`config.mk`:
```
export PLATFORM = sky130hd
export DESIGN_NAME = env_sensor_compensation_unit
export DESIGN_NICKNAME = d
export VERILOG_FILES = /design/src/esc_pkg.sv /design/src/env_sensor_compensation_unit.sv /design/src/esc_regs.sv /design/src/esc_mul.sv /design/src/esc_div.sv
export SDC_FILE = /design/constraint.sdc
export NUM_CORES = 2
export LEC_CHECK = 0
export ABC_AREA = 1
export BUFFER_PORTS_ARGS = -buffer_cell sky130_fd_sc_hd__buf_2
export CAP_MARGIN = 40
export CELL_PAD_IN_SITES_DETAIL_PLACEMENT = 2
export CELL_PAD_IN_SITES_GLOBAL_PLACEMENT = 2
export CORE_MARGIN = 2
export CORE_UTILIZATION = 31
export CTS_CLUSTER_DIAMETER = 80
export DETAILED_ROUTE_END_ITERATION = 8
export PLACE_DENSITY_LB_ADDON = 0.1
export SLEW_MARGIN = 20
export SYNTH_ARGS = -nofsm -noshare
export SYNTH_HDL_FRONTEND = slang
export SYNTH_SLANG_ARGS = --single-unit
```
`constraint.sdc`:
```
create_clock -name clk -period 12.96 [get_ports clk]
set_input_delay 1.296 -clock clk [delete_from_list [all_inputs] [get_ports clk]]
set_output_delay 1.296 -clock clk [all_outputs]
set_load 0.02 [all_outputs]
```
`src/esc_pkg.sv`:
```
package esc_pkg;

  localparam int AddrWidth = 6;
  localparam int DataWidth = 64;

  localparam logic [2:0] REG_TEMP    = 3'd0;
  localparam logic [2:0] REG_PRESS_A = 3'd1;
  localparam logic [2:0] REG_PRESS_B = 3'd2;
  localparam logic [2:0] REG_PRESS_C = 3'd3;
  localparam logic [2:0] REG_HUM_A   = 3'd4;
  localparam logic [2:0] REG_HUM_B   = 3'd5;

  localparam logic [1:0] OP_TEMP  = 2'd0;
  localparam logic [1:0] OP_PRESS = 2'd1;
  localparam logic [1:0] OP_HUM   = 2'd2;
  localparam logic [1:0] OP_RSVD  = 2'd3;

  localparam logic [31:0] HumClamp = 32'd419430400;

  typedef struct packed {
    logic [1:0]  operation;
    logic [19:0] raw_sample;
  } sample_t;

  typedef struct packed {
    logic signed [32:0] compensated_value;
    logic               pressure_invalid;
  } result_t;

  typedef struct packed {
    logic [47:0] temp_coeffs;
    logic [47:0] press_coeffs_a;
    logic [47:0] press_coeffs_b;
    logic [47:0] press_coeffs_c;
    logic [31:0] hum_coeffs_a;
    logic [31:0] hum_coeffs_b;
  } coeffs_t;

  function automatic logic [63:0] sx32(input logic [31:0] v);
    return {{32{v[31]}}, v};
  endfunction

  function automatic logic [63:0] sx16(input logic [15:0] v);
    return {{48{v[15]}}, v};
  endfunction

  function automatic logic [63:0] asr64(input logic [63:0] v, input logic [5:0] n);
    return 64'($signed(v) >>> n);
  endfunction

  // Wrap to 32 bits, then shift arithmetically.
  function automatic logic [63:0] asr32(input logic [63:0] v, input logic [5:0] n);
    return asr64(sx32(v[31:0]), n);
  endfunction

endpackage

```
`src/env_sensor_compensation_unit.sv`:
```
// Environmental sensor compensation unit.
// Samples enter on the sample channel (valid/ready), each tagged temperature,
// pressure or humidity; one result leaves on the result channel per sample.
// Calibration coefficients are written over the APB port at byte address
// 8*index; the user must write them only while the unit is idle, as the
// block does not enforce it. Reads return the stored values. Work is done by
// one 64-bit radix-16 multiplier (16 iterations) and one restoring divider
// (64 iterations), stepped by a small sequencer. Temperature takes three
// products, pressure ten products plus the division (seven products and no
// division when the divisor is zero) and humidity eight; an unknown
// operation gives a zero result with no arithmetic.
// One sample is in work at a time; sample_ready is high only when the
// sequencer is idle, so a new sample waits until the last one is finished.
// A finished result sits in the output register, and the next sample may be
// accepted while it waits. If the receiver still holds the previous result
// when the next one is finished, the sequencer waits until it is taken.
// Reset clears the coefficients, the stored fine temperature and all
// control state; no result is pending afterward.
module env_sensor_compensation_unit
  import esc_pkg::*;
(
  input  logic                 clk,
  input  logic                 rst,
  input  logic                 sample_valid,
  output logic                 sample_ready,
  input  sample_t              sample,
  output logic                 result_valid,
  input  logic                 result_ready,
  output result_t              result,
  input  logic                 psel,
  input  logic                 penable,
  input  logic                 pwrite,
  input  logic [AddrWidth-1:0] paddr,
  input  logic [DataWidth-1:0] pwdata,
  output logic [DataWidth-1:0] prdata,
  output logic                 pready
);

  typedef enum logic [2:0] {S_IDLE, S_RUN, S_MUL, S_DIV, S_FIN} state_t;

  coeffs_t coeffs;
  state_t  state;
  logic [3:0]  pc;
  logic [1:0]  op;
  logic [19:0] raw;
  logic [63:0] x, y, z, w, prod;
  logic [31:0] fine_temperature;
  logic        neg;
  logic [32:0] res_value;
  logic        res_bad;

  logic        mul_start, mul_busy, mul_done;
  logic [63:0] mul_a, mul_b, mul_p;
  logic        div_start, div_busy, div_done;
  logic [63:0] div_n, div_d, div_q;

  esc_regs u_regs (
    .clk, .rst, .psel, .penable, .pwrite, .paddr, .pwdata, .prdata, .pready, .coeffs
  );

  esc_mul u_mul (
    .clk, .rst, .start(mul_start), .a(mul_a), .b(mul_b), .p(mul_p),
    .busy(mul_busy), .done(mul_done)
  );

  esc_div u_div (
    .clk, .rst, .start(div_start), .dividend(div_n), .divisor(div_d), .quotient(div_q),
    .busy(div_busy), .done(div_done)
  );

  logic [63:0] t1, t2, t3, p1, p2, p3, p4, p5, p6, p7, p8, p9;
  logic [63:0] h1, h2, h3, h4, h5, h6;
  logic [63:0] adc, hadc, ft64, hx;
  logic [31:0] hclamp;

  assign t1 = {48'd0, coeffs.temp_coeffs[15:0]};
  assign t2 = sx16(coeffs.temp_coeffs[31:16]);
  assign t3 = sx16(coeffs.temp_coeffs[47:32]);
  assign p1 = {48'd0, coeffs.press_coeffs_a[15:0]};
  assign p2 = sx16(coeffs.press_coeffs_a[31:16]);
  assign p3 = sx16(coeffs.press_coeffs_a[47:32]);
  assign p4 = sx16(coeffs.press_coeffs_b[15:0]);
  assign p5 = sx16(coeffs.press_coeffs_b[31:16]);
  assign p6 = sx16(coeffs.press_coeffs_b[47:32]);
  assign p7 = sx16(coeffs.press_coeffs_c[15:0]);
  assign p8 = sx16(coeffs.press_coeffs_c[31:16]);
  assign p9 = sx16(coeffs.press_coeffs_c[47:32]);
  assign h1 = {56'd0, coeffs.hum_coeffs_a[7:0]};
  assign h2 = sx16(coeffs.hum_coeffs_a[23:8]);
  assign h3 = {56'd0, coeffs.hum_coeffs_a[31:24]};
  assign h4 = sx16({{4{coeffs.hum_coeffs_b[11]}}, coeffs.hum_coeffs_b[11:0]});
  assign h5 = sx16({{4{coeffs.hum_coeffs_b[23]}}, coeffs.hum_coeffs_b[23:12]});
  assign h6 = sx16({{8{coeffs.hum_coeffs_b[31]}}, coeffs.hum_coeffs_b[31:24]});

  assign adc  = {44'd0, raw};
  assign hadc = {48'd0, raw[15:0]};
  assign ft64 = sx32(fine_temperature);

  // Humidity final subtract and clamp
  assign hx = x - asr32(prod, 6'd4);
  always_comb begin
    if (hx[31]) begin
      hclamp = '0;
    end else if (hx[31:0] > HumClamp) begin
      hclamp = HumClamp;
    end else begin
      hclamp = hx[31:0];
    end
  end

  assign sample_ready = (state == S_IDLE);

  always_ff @(posedge clk) begin
    if (rst) begin
      state            <= S_IDLE;
      pc               <= '0;
      op               <= OP_TEMP;
      fine_temperature <= '0;
      mul_start        <= 1'b0;
      div_start        <= 1'b0;
      result_valid     <= 1'b0;
    end else begin
      mul_start <= 1'b0;
      div_start <= 1'b0;
      if (state == S_FIN && (!result_valid || result_ready)) begin
        result_valid <= 1'b1;
      end else if (result_valid && result_ready) begin
        result_valid <= 1'b0;
      end
      case (state)
        S_IDLE: begin
          if (sample_valid) begin
            op        <= sample.operation;
            raw       <= sample.raw_sample;
            pc        <= '0;
            res_value <= '0;
            res_bad   <= 1'b0;
            state     <= S_RUN;
          end
        end
        S_MUL: begin
          if (mul_done) begin
            prod  <= mul_p;
            pc    <= pc + 4'd1;
            state <= S_RUN;
          end
        end
        S_DIV: begin
          if (div_done) begin
            y     <= neg ? 64'd0 - div_q : div_q;
            pc    <= pc + 4'd1;
            state <= S_RUN;
          end
        end
        S_FIN: begin
          if (!result_valid || result_ready) begin
            result.compensated_value <= res_value;
            result.pressure_invalid  <= res_bad;
            state                    <= S_IDLE;
          end
        end
        S_RUN: begin
          // Default: issue a product and wait for it.
          state     <= S_MUL;
          mul_start <= 1'b1;
          case (op)
            OP_TEMP: begin
              case (pc)
                4'd0: begin
                  y     <= sx32(32'((adc >> 4) - t1));
                  mul_a <= sx32(32'((adc >> 3) - (t1 << 1)));
                  mul_b <= t2;
                end
                4'd1: begin
                  x     <= asr32(prod, 6'd11);
                  mul_a <= y;
                  mul_b <= y;
                end
                4'd2: begin
                  mul_a <= asr32(prod, 6'd12);
                  mul_b <= t3;
                end
                4'd3: begin
                  z                <= sx32(32'(x + asr32(prod, 6'd14)));
                  fine_temperature <= 32'(x + asr32(prod, 6'd14));
                  mul_start        <= 1'b0;
                  pc               <= pc + 4'd1;
                  state            <= S_RUN;
                end
                default: begin
                  res_value <= 33'(asr32((z << 2) + z + 64'd128, 6'd8));
                  mul_start <= 1'b0;
                  state     <= S_FIN;
                end
              endcase
            end
            OP_PRESS: begin
              case (pc)
                4'd0: begin
                  x     <= ft64 - 64'd128000;
                  mul_a <= ft64 - 64'd128000;
                  mul_b <= ft64 - 64'd128000;
                end
                4'd1: begin
                  y     <= prod;
                  mul_a <= prod;
                  mul_b <= p6;
                end
                4'd2: begin
                  z     <= prod;
                  mul_a <= x;
                  mul_b <= p5;
                end
                4'd3: begin
                  z     <= z + (prod << 17) + (p4 << 35);
                  mul_a <= y;
                  mul_b <= p3;
                end
                4'd4: begin
                  w     <= asr64(prod, 6'd8);
                  mul_a <= x;
                  mul_b <= p2;
                end
                4'd5: begin
                  mul_a <= (64'd1 << 47) + w + (prod << 12);
                  mul_b <= p1;
                end
                4'd6: begin
                  x <= asr64(prod, 6'd33);
                  if (asr64(prod, 6'd33) == 64'd0) begin
                    // Zero divisor: force the result and flag it.
                    res_bad   <= 1'b1;
                    mul_start <= 1'b0;
                    state     <= S_FIN;
                  end else begin
                    mul_a <= ((64'd1048576 - adc) << 31) - z;
                    mul_b <= 64'd3125;
                  end
                end
                4'd7: begin
                  neg       <= prod[63] ^ x[63];
                  div_n     <= prod[63] ? 64'd0 - prod : prod;
                  div_d     <= x[63] ? 64'd0 - x : x;
                  div_start <= 1'b1;
                  mul_start <= 1'b0;
                  state     <= S_DIV;
                end
                4'd8: begin
                  mul_a <= p9;
                  mul_b <= asr64(y, 6'd13);
                end
                4'd9: begin
                  mul_a <= prod;
                  mul_b <= asr64(y, 6'd13);
                end
                4'd10: begin
                  w     <= asr64(prod, 6'd25);
                  mul_a <= p8;
                  mul_b <= y;
                end
                default: begin
                  res_value <= 33'(asr64(y + w + asr64(prod, 6'd19), 6'd8) + (p7 << 4));
                  mul_start <= 1'b0;
                  state     <= S_FIN;
                end
              endcase
            end
            OP_HUM: begin
              case (pc)
                4'd0: begin
                  x     <= sx32(32'(ft64 - 64'd76800));
                  mul_a <= h5;
                  mul_b <= sx32(32'(ft64 - 64'd76800));
                end
                4'd1: begin
                  y     <= asr32((hadc << 14) - (h4 << 20) - prod + 64'd16384, 6'd15);
                  mul_a <= x;
                  mul_b <= h6;
                end
                4'd2: begin
                  z     <= asr32(prod, 6'd10);
                  mul_a <= x;
                  mul_b <= h3;
                end
                4'd3: begin
                  mul_a <= z;
                  mul_b <= asr32(prod, 6'd11) + 64'd32768;
                end
                4'd4: begin
                  mul_a <= asr32(prod, 6'd10) + 64'd2097152;
                  mul_b <= h2;
                end
                4'd5: begin
                  mul_a <= y;
                  mul_b <= asr32(prod + 64'd8192, 6'd14);
                end
                4'd6: begin
                  x     <= sx32(prod[31:0]);
                  mul_a <= asr32(prod, 6'd15);
                  mul_b <= asr32(prod, 6'd15);
                end
                4'd7: begin
                  mul_a <= asr32(prod, 6'd7);
                  mul_b <= h1;
                end
                default: begin
                  res_value <= {13'd0, hclamp[31:12]};
                  mul_start <= 1'b0;
                  state     <= S_FIN;
                end
              endcase
            end
            default: begin
              mul_start <= 1'b0;
              state     <= S_FIN;
            end
          endcase
        end
        default: state <= S_IDLE;
      endcase
    end
  end

  a_busy_after_accept: assert property (@(posedge clk) disable iff (rst)
    sample_valid && sample_ready |=> !sample_ready)
    else $error("sample taken while a transaction is in work");

  a_invalid_is_zero: assert property (@(posedge clk) disable iff (rst)
    result_valid && result.pressure_invalid |-> result.compensated_value == 33'd0)
    else $error("flagged pressure result is not zero");

  a_ft_only_temp: assert property (@(posedge clk) disable iff (rst)
    !$stable(fine_temperature) |-> op == OP_TEMP)
    else $error("fine temperature changed outside a temperature transaction");

  a_units_idle: assert property (@(posedge clk) disable iff (rst)
    state == S_IDLE |-> !mul_busy && !div_busy)
    else $error("arithmetic unit busy while sequencer idle");

endmodule

```
`src/esc_regs.sv`:
```
module esc_regs
  import esc_pkg::*;
(
  input  logic                 clk,
  input  logic                 rst,
  input  logic                 psel,
  input  logic                 penable,
  input  logic                 pwrite,
  input  logic [AddrWidth-1:0] paddr,
  input  logic [DataWidth-1:0] pwdata,
  output logic [DataWidth-1:0] prdata,
  output logic                 pready,
  output coeffs_t              coeffs
);

  logic [2:0] idx;
  logic       wr;

  assign idx    = paddr[AddrWidth-1:3];
  assign wr     = psel && penable && pwrite;
  assign pready = 1'b1;

  always_ff @(posedge clk) begin
    if (rst) begin
      coeffs <= '0;
    end else if (wr) begin
      case (idx)
        REG_TEMP:    coeffs.temp_coeffs    <= pwdata[47:0];
        REG_PRESS_A: coeffs.press_coeffs_a <= pwdata[47:0];
        REG_PRESS_B: coeffs.press_coeffs_b <= pwdata[47:0];
        REG_PRESS_C: coeffs.press_coeffs_c <= pwdata[47:0];
        REG_HUM_A:   coeffs.hum_coeffs_a   <= pwdata[31:0];
        REG_HUM_B:   coeffs.hum_coeffs_b   <= pwdata[31:0];
        default: ;
      endcase
    end
  end

  always_comb begin
    case (idx)
      REG_TEMP:    prdata = {16'd0, coeffs.temp_coeffs};
      REG_PRESS_A: prdata = {16'd0, coeffs.press_coeffs_a};
      REG_PRESS_B: prdata = {16'd0, coeffs.press_coeffs_b};
      REG_PRESS_C: prdata = {16'd0, coeffs.press_coeffs_c};
      REG_HUM_A:   prdata = {32'd0, coeffs.hum_coeffs_a};
      REG_HUM_B:   prdata = {32'd0, coeffs.hum_coeffs_b};
      default:     prdata = '0;
    endcase
  end

endmodule

```
`src/esc_mul.sv`:
```
module esc_mul
  import esc_pkg::*;
(
  input  logic        clk,
  input  logic        rst,
  input  logic        start,
  input  logic [63:0] a,
  input  logic [63:0] b,
  output logic [63:0] p,
  output logic        busy,
  output logic        done
);

  // Radix-16 shift-and-add, low 64 bits of the product.
  logic [63:0] a_sh;
  logic [63:0] b_sh;
  logic [3:0]  cnt;

  always_ff @(posedge clk) begin
    if (rst) begin
      busy <= 1'b0;
      done <= 1'b0;
      cnt  <= '0;
    end else begin
      done <= 1'b0;
      if (start) begin
        busy <= 1'b1;
        cnt  <= '0;
        a_sh <= a;
        b_sh <= b;
        p    <= '0;
      end else if (busy) begin
        p    <= p + 64'(a_sh * b_sh[3:0]);
        a_sh <= a_sh << 4;
        b_sh <= b_sh >> 4;
        cnt  <= cnt + 4'd1;
        if (cnt == 4'd15) begin
          busy <= 1'b0;
          done <= 1'b1;
        end
      end
    end
  end

endmodule

```
`src/esc_div.sv`:
```
module esc_div
  import esc_pkg::*;
(
  input  logic        clk,
  input  logic        rst,
  input  logic        start,
  input  logic [63:0] dividend,
  input  logic [63:0] divisor,
  output logic [63:0] quotient,
  output logic        busy,
  output logic        done
);

  // Restoring division, one quotient bit per cycle.
  logic [64:0] rem;
  logic [63:0] dsr;
  logic [5:0]  cnt;
  logic [64:0] shifted;
  logic [64:0] diff;

  assign shifted = {rem[63:0], quotient[63]};
  assign diff    = shifted - {1'b0, dsr};

  always_ff @(posedge clk) begin
    if (rst) begin
      busy <= 1'b0;
      done <= 1'b0;
      cnt  <= '0;
    end else begin
      done <= 1'b0;
      if (start) begin
        busy     <= 1'b1;
        cnt      <= '0;
        rem      <= '0;
        quotient <= dividend;
        dsr      <= divisor;
      end else if (busy) begin
        if (!diff[64]) begin
          rem      <= diff;
          quotient <= {quotient[62:0], 1'b1};
        end else begin
          rem      <= shifted;
          quotient <= {quotient[62:0], 1'b0};
        end
        cnt <= cnt + 6'd1;
        if (cnt == 6'd63) begin
          busy <= 1'b0;
          done <= 1'b1;
        end
      end
    end
  end

endmodule

```
[Yosys cells after proc, flatten, opt, wreduce, memory -nomap -nowiden]
Index checks and enable logic that the tools add are counted.
Operators by class
  add/sub/neg operators: 31
  multipliers: 1
  divide/modulo/power cells: 0
  order comparisons: 1
  equality and inequality tests: 51
  shifts and indexed selects: 0
  multiplexer cells: 84
  bitwise operators: 6
  reductions and logical operators: 59
Operator list (number)
  one-hot mux 64 bit (3 select lines): 7
  two-way mux 64 bit: 19
  one-hot mux 64 bit (8 select lines): 2
  one-hot mux 64 bit (2 select lines): 5
  one-hot mux 64 bit (9 select lines): 1
  one-hot mux 64 bit (7 select lines): 1
  one-hot mux 48 bit (6 select lines): 1
  adder 64 bit: 4
  subtractor 1 x 64 -> 64 bit, first input constant: 3
  two-way mux 33 bit: 4
  two-way mux 63 bit: 2
  one-hot mux 33 bit (3 select lines): 1
  adder 41 bit: 2
  one-hot mux 33 bit (2 select lines): 1
  subtractor 65 x 64 -> 65 bit: 1
  adder 32 bit: 2
  adder 48 x 64 -> 64 bit, first input constant: 1
  logical NOT 64 bit: 1
  multiplier 64 x 4 -> 64 bit: 1
  subtractor 32 bit: 2
  subtractor 64 bit: 1
  adder 33 x 20 -> 33 bit: 1
  subtractor 32 x 18 -> 33 bit, second input constant: 1
  adder 32 x 14 -> 32 bit, second input constant: 1
  other kinds (64): 168
Word-level totals
  register bits after elaboration: 1363
  latch bits: 0
  RAM bits: 0
  bits in read-only memories: 0
  output and inout port bits: 101
  word-level logic and storage cells: 275
  memories kept: 0

[Depth between registers and ports, before layout]
  depth after elaboration: 7
  mapped depth: 31
  depth with buffers taken out: 29

[Hierarchy]
From an unflattened synthesis, not the netlist that was laid out.
Unflattened totals
  cell total of the unflattened synthesis: 16210
  area total of the unflattened synthesis: 112551.7 µm²
Modules (own cells, without submodules)
  env_sensor_compensation_unit: times used 1, cells each 9151, area an instance 65137.5 µm², sequential area each 19678.9 µm²
  esc_mul: times used 1, cells each 2916, area an instance 20528.4 µm², sequential area each 5885.6 µm²
  esc_div: times used 1, cells each 2132, area an instance 14452.6 µm², sequential area each 5925.7 µm²
  esc_regs: times used 1, cells each 2011, area an instance 12433.2 µm², sequential area each 5124.9 µm²

[Worst setup path after synthesis]
No wires, ideal clock.
  path kind: input port to flip-flop
  start: input rst
  end: register u_mul.a_sh[0], enable pin
  setup time: 810 ps
  data arrival time: 10761 ps
  data required time: 12150 ps
  setup slack: 1389 ps
  stages: 2
  path through: clkbuf_1 > a21oi_1
On the way
  longest elaborated chain between the ends: 2
RTL lines
  start, declared: line env_sensor_compensation_unit.sv:23  | input logic rst,
  inverter 1 bit (no source line)
  AND reduction 2 bit (no source line)
  end signal, assigned: line esc_mul.sv:34  | a_sh <= a_sh << 4;
  end, declared: line esc_mul.sv:15  | logic [63:0] a_sh;
No other way between the ends.
A chain may end at the register's enable or synchronous reset.

[Final worst setup path]
  start: register pc[0]
  end: register mul_a[16] (data pin)
On the way
  longest elaborated chain between the ends: 4
  elaborated cells on any way between the ends: 18
RTL lines
  start, declared: line env_sensor_compensation_unit.sv:43  | logic [3:0] pc;
  start signal, assigned: line env_sensor_compensation_unit.sv:144  | pc <= pc + 4'd1;
  start signal, assigned: line env_sensor_compensation_unit.sv:151  | pc <= pc + 4'd1;
  start signal, assigned: line env_sensor_compensation_unit.sv:187  | pc <= pc + 4'd1;
  == test 4 x 1 -> 1 bit, or another cell as far along: line env_sensor_compensation_unit.sv:168, env_sensor_compensation_unit.sv:198, env_sensor_compensation_unit.sv:269
  OR reduction 2 bit (no source line)
  one-hot mux 64 bit (8 select lines) or one-hot mux 64 bit (7 select lines) (tied branches): line env_sensor_compensation_unit.sv:198, env_sensor_compensation_unit.sv:269
  one-hot mux 64 bit (3 select lines) *: line env_sensor_compensation_unit.sv:166  | case (op)
  end signal, assigned: line env_sensor_compensation_unit.sv:171  | mul_a <= sx32(32'((adc >> 3) - (t1 << 1)));
  end signal, assigned: line env_sensor_compensation_unit.sv:176  | mul_a <= y;
  end signal, assigned: line env_sensor_compensation_unit.sv:201  | mul_a <= ft64 - 64'd128000;
  end, declared: line env_sensor_compensation_unit.sv:53  | logic [63:0] mul_a, mul_b, mul_p;
Mark *: on every way between the ends. The rest lies on a longest branch, timed or not.

==> summary.md <==
| Metric | Value |
|---|---|
| Post-route insts no fill | 19,090 |
| Syn avg cell area | 7.422 um2 |
| Post-synthesis async set-or-reset flop share | 0 |
| Yosys warnings | 0 |
| I/O Pins | 200 |
| Layout cells sized above 1 | 0.06953 |
| Top delay family on crit path | buffers and inverters |
| Minimum clock period | 6.183 ns |
| MaxCap Viol Count | 0 |
| H-tree lvl count | 4 |
| Setup TNS | 0 ns |
| Leak pwr | 51.22 nW |
| Per-cell routed wire length | 37.26 um |
| Post-synth EDFFs | 1,010 |
| Power Density | 197.1 mW/mm2 |
| Final Setup Violations | 0 |
| Die H | 586.6 um |
| Remaining DRCs | 0 |
| I/O Buffers | 163 |
| First-pass GRT wire length | 966,100 um |
| Outcome | finished clean |
| Crit-path cells | inv_1 -> ha_1 -> inv_1 -> nor2_4 -> buf_4 -> clkinv_2 -> buf_4 -> buf_4 -> buf_4 -> nor2_1 -> inv_1 -> o2111ai_1 -> a2111oi_0 -> o21ai_0 -> o22ai_1 -> inv_1 |
| Row cnt | 213 |
| Largest net degree at the start of global routing | 130 |
| Area growth syn-to-layout | 13.52% |
| Num Clock Sinks | 1,324 |
| Setup bufs post-CTS | 0 |
| Kind of critical path | reg -> reg |
| WP buf/inv | 9 |
| Final WL | 711,300 um |
| Worst path arrival time | 6.78 ns |
| Worst slew pin tran | 1.173 ns |
| CTS tree | done |
| Clock transition at the registers of the reported paths | 0.06 ns |
| Worst Path Required | 13.56 ns |
| Worst Setup End Kind | flip-flop |
| Max Clock Skew | 0.09789 ns |
| RePlAce Congestion | 1.100 |
| Unrepaired setup endpoints after global routing | no |
| Slowest cell on crit path | buf_4 |
| Routed Antenna Nets | 0 |
| Die width | 586.6 um |
| Fmax | 0.1617 GHz |
| Hold_ws | 0.4129 ns |
| Most frequent cells in the layout | nand2_1, inv_1, nor2_1 |
| Maximum vdd drop | 0.0002040 V |
| Fin. max-slew vios | 0 |
| Top_reg_cell synth | edfxtp_1 |
| Setup crit start kind | flip-flop |
| Pre-antenna DRT Iters | 6 |
| Worst-skew pair later-pin latency | 0.98 ns |
| Sequential cell area fraction in the yosys report | 0.3479 |
| Antenna violations before repair | 114 |
| Number of global-route vias before repair | 117,500 |
| Root buf cell | clkbuf_16 |
| DP Wirelength | 563,700 um |
| Post-Place Cells | 18,690 |
| Vias per cell | 5.973 |
| Cells after Synth | 14,180 |
| # hold bufs at CTS | 0 |
| Critical Path Fanout Max | 39 |
| Rel. slew slack | 0.2180 |
| Final Hold Vio Count | 0 |
| Core area | 0.3371 mm2 |
| Mapped Area | 0.1052 mm2 |
| Total GRT Usage | 0.4003 |
| Fin crit share | 0.4771 |
| Commonest non-fill, non-tap cell in the layout | nand2_1 |
| Gr ovfl total | 0 |
| CP max stage delay | 0.69 ns |
| Vias | 114,000 |
| Synthesis-stage register bit count | 1,324 |
| CTS Buffer Depth | 4 |
| Full die area | 0.3441 mm2 |
| Post-cts resize count | 0 |
| Number of buffers created by CTS | 191 |
| Post-synth cell types | 75 |
| R2R Setup Slk | 6.78 ns |
| Multi-input logic area | 0.05977 mm2 |
| Storage cell area | 0.03662 mm2 |
| Hold Crit Class | reg -> reg |
| Fill count | 39,390 |
| Initial Utilization | 0.3122 |
| Layout Nets | 15,370 |
| 1st-iter DRT viols | 13,680 |
-- final cells by class --
type                       count  share of cell area
timing repair buffer         533             0.03327
sequential                  1324              0.3065
antenna                       33           0.0006912
clock inverter               117             0.01072
inverter                    1841             0.05803
tap                         4515             0.04729
multi-input combinational  10490              0.5003
clock buffer                 232             0.04316
-- flip-flops by register name, indices dropped and copies added, names as in the netlist, 34 cells and up --
| signal | count |
|---|---|
| u_regs.coeffs | 256 |
| div_d | 64 |
| div_n | 64 |
| mul_a | 64 |
| mul_b | 64 |
| prod | 64 |
| u_div.dsr | 64 |
| u_div.quotient | 64 |
| u_div.rem | 64 |
| u_mul.a_sh | 64 |
| u_mul.b_sh | 64 |
| u_mul.p | 64 |
| y | 64 |
| z | 64 |
| w | 56 |
| result | 34 |
-- kinds of logic (layout without fill, tap and decap cells) --
kind of cell / after synthesis / in the layout / share of synthesized area
compound gates: 3381 / 3381 / 0.1841
xor+xnor: 355 / 355 / 0.02955
fa+ha+maj: 882 / 882 / 0.1239
buf+inv: 2407 / 2723 / 0.08839
flops: 1324 / 1324 / 0.3479
other cells: 2 / 81 / 0.00007136
simple gates: 5827 / 5827 / 0.2261
-- final timing paths --
| check | start | to | cells past startpoint |
|---|---|---|---|
| worst min register to register | div_d[17] | u_div.dsr[17] | 0 |
| worst max register to register | pc[0] | mul_a[16] | 16 |
| worst max-delay path | pc[0] | mul_a[16] | 16 |
| worst min-delay path | div_d[17] | u_div.dsr[17] | 0 |
-- worst reg2reg max path, delay by kind of cell (launching register included) --
family	cells	cell delay [ns]
compound gates	4	1.59
fa+ha+maj	1	0.29
buf+inv	9	3.08
flops	1	0.42
simple gates	2	0.44
-- through the flow --
stage / utilization / setup WS (ns) / total power [mW] / instance area (um2)
5_1_grt: 0.3541 / 6.524 / 24.61 / 119400
6_report: 0.3544 / 6.777 / 23.55 / 119500
3_3_place_gp: 0.3320 / 6.934 / 17.24 / 111900
4_1_cts: 0.3532 / 6.819 / 23.29 / 119100
2_1_floorplan: - / 1.389 / 12.52 / 105400
3_5_place_dp: 0.3341 / 6.835 / 17.59 / 112600
-- cells in the mapped netlist, types with 39 or more instances --
cell / n / area (um2)
o221ai_1: 45 / 394.1
nand3_1: 531 / 2658
buf_1: 74 / 277.8
a22oi_1: 73 / 548.0
buf_2: 53 / 265.3
or2_2: 57 / 356.6
dfxtp_1: 314 / 6286
a221oi_1: 121 / 1060
a21o_1: 55 / 412.9
o21ai_0: 1196 / 5986
nand3b_1: 39 / 292.8
o211ai_1: 121 / 908.4
ha_1: 615 / 7695
fa_1: 267 / 5345
inv_1: 1807 / 6783
clkbuf_1: 397 / 1490
nor3_1: 139 / 695.7
a211oi_1: 39 / 292.8
xnor2_1: 70 / 613.1
o21bai_1: 49 / 367.9
nand2_1: 3044 / 11430
nor2_1: 1754 / 6584
o22ai_1: 149 / 932.1
nand4_1: 124 / 775.7
a21oi_1: 1216 / 6086
xor2_1: 285 / 2496
nor4_1: 71 / 444.2
edfxtp_1: 1010 / 30330
o21a_1: 56 / 420.4
a31oi_1: 100 / 625.6
-- report_power, final --
| part | internal [mW] | switching, mW |
|---|---|---|
| Combinational | 3.28 | 8.77 |
| Sequential | 5.43 | 0.482 |
| Clock | 3.20 | 2.38 |
| Total | 11.9 | 11.6 |
-- routing by layer --
metal | vias up | wire, um | global-route usage
li1 | 48120 | - | -
met2 | 5512 | 303300 | 0.6047
met1 | 58780 | 289600 | 0.5117
met4 | 54 | 51920 | 0.2428
met5 | - | 397 | 0
met3 | 1539 | 66050 | 0.1020
No activity file was read; power rests on OpenSTA's default activity.
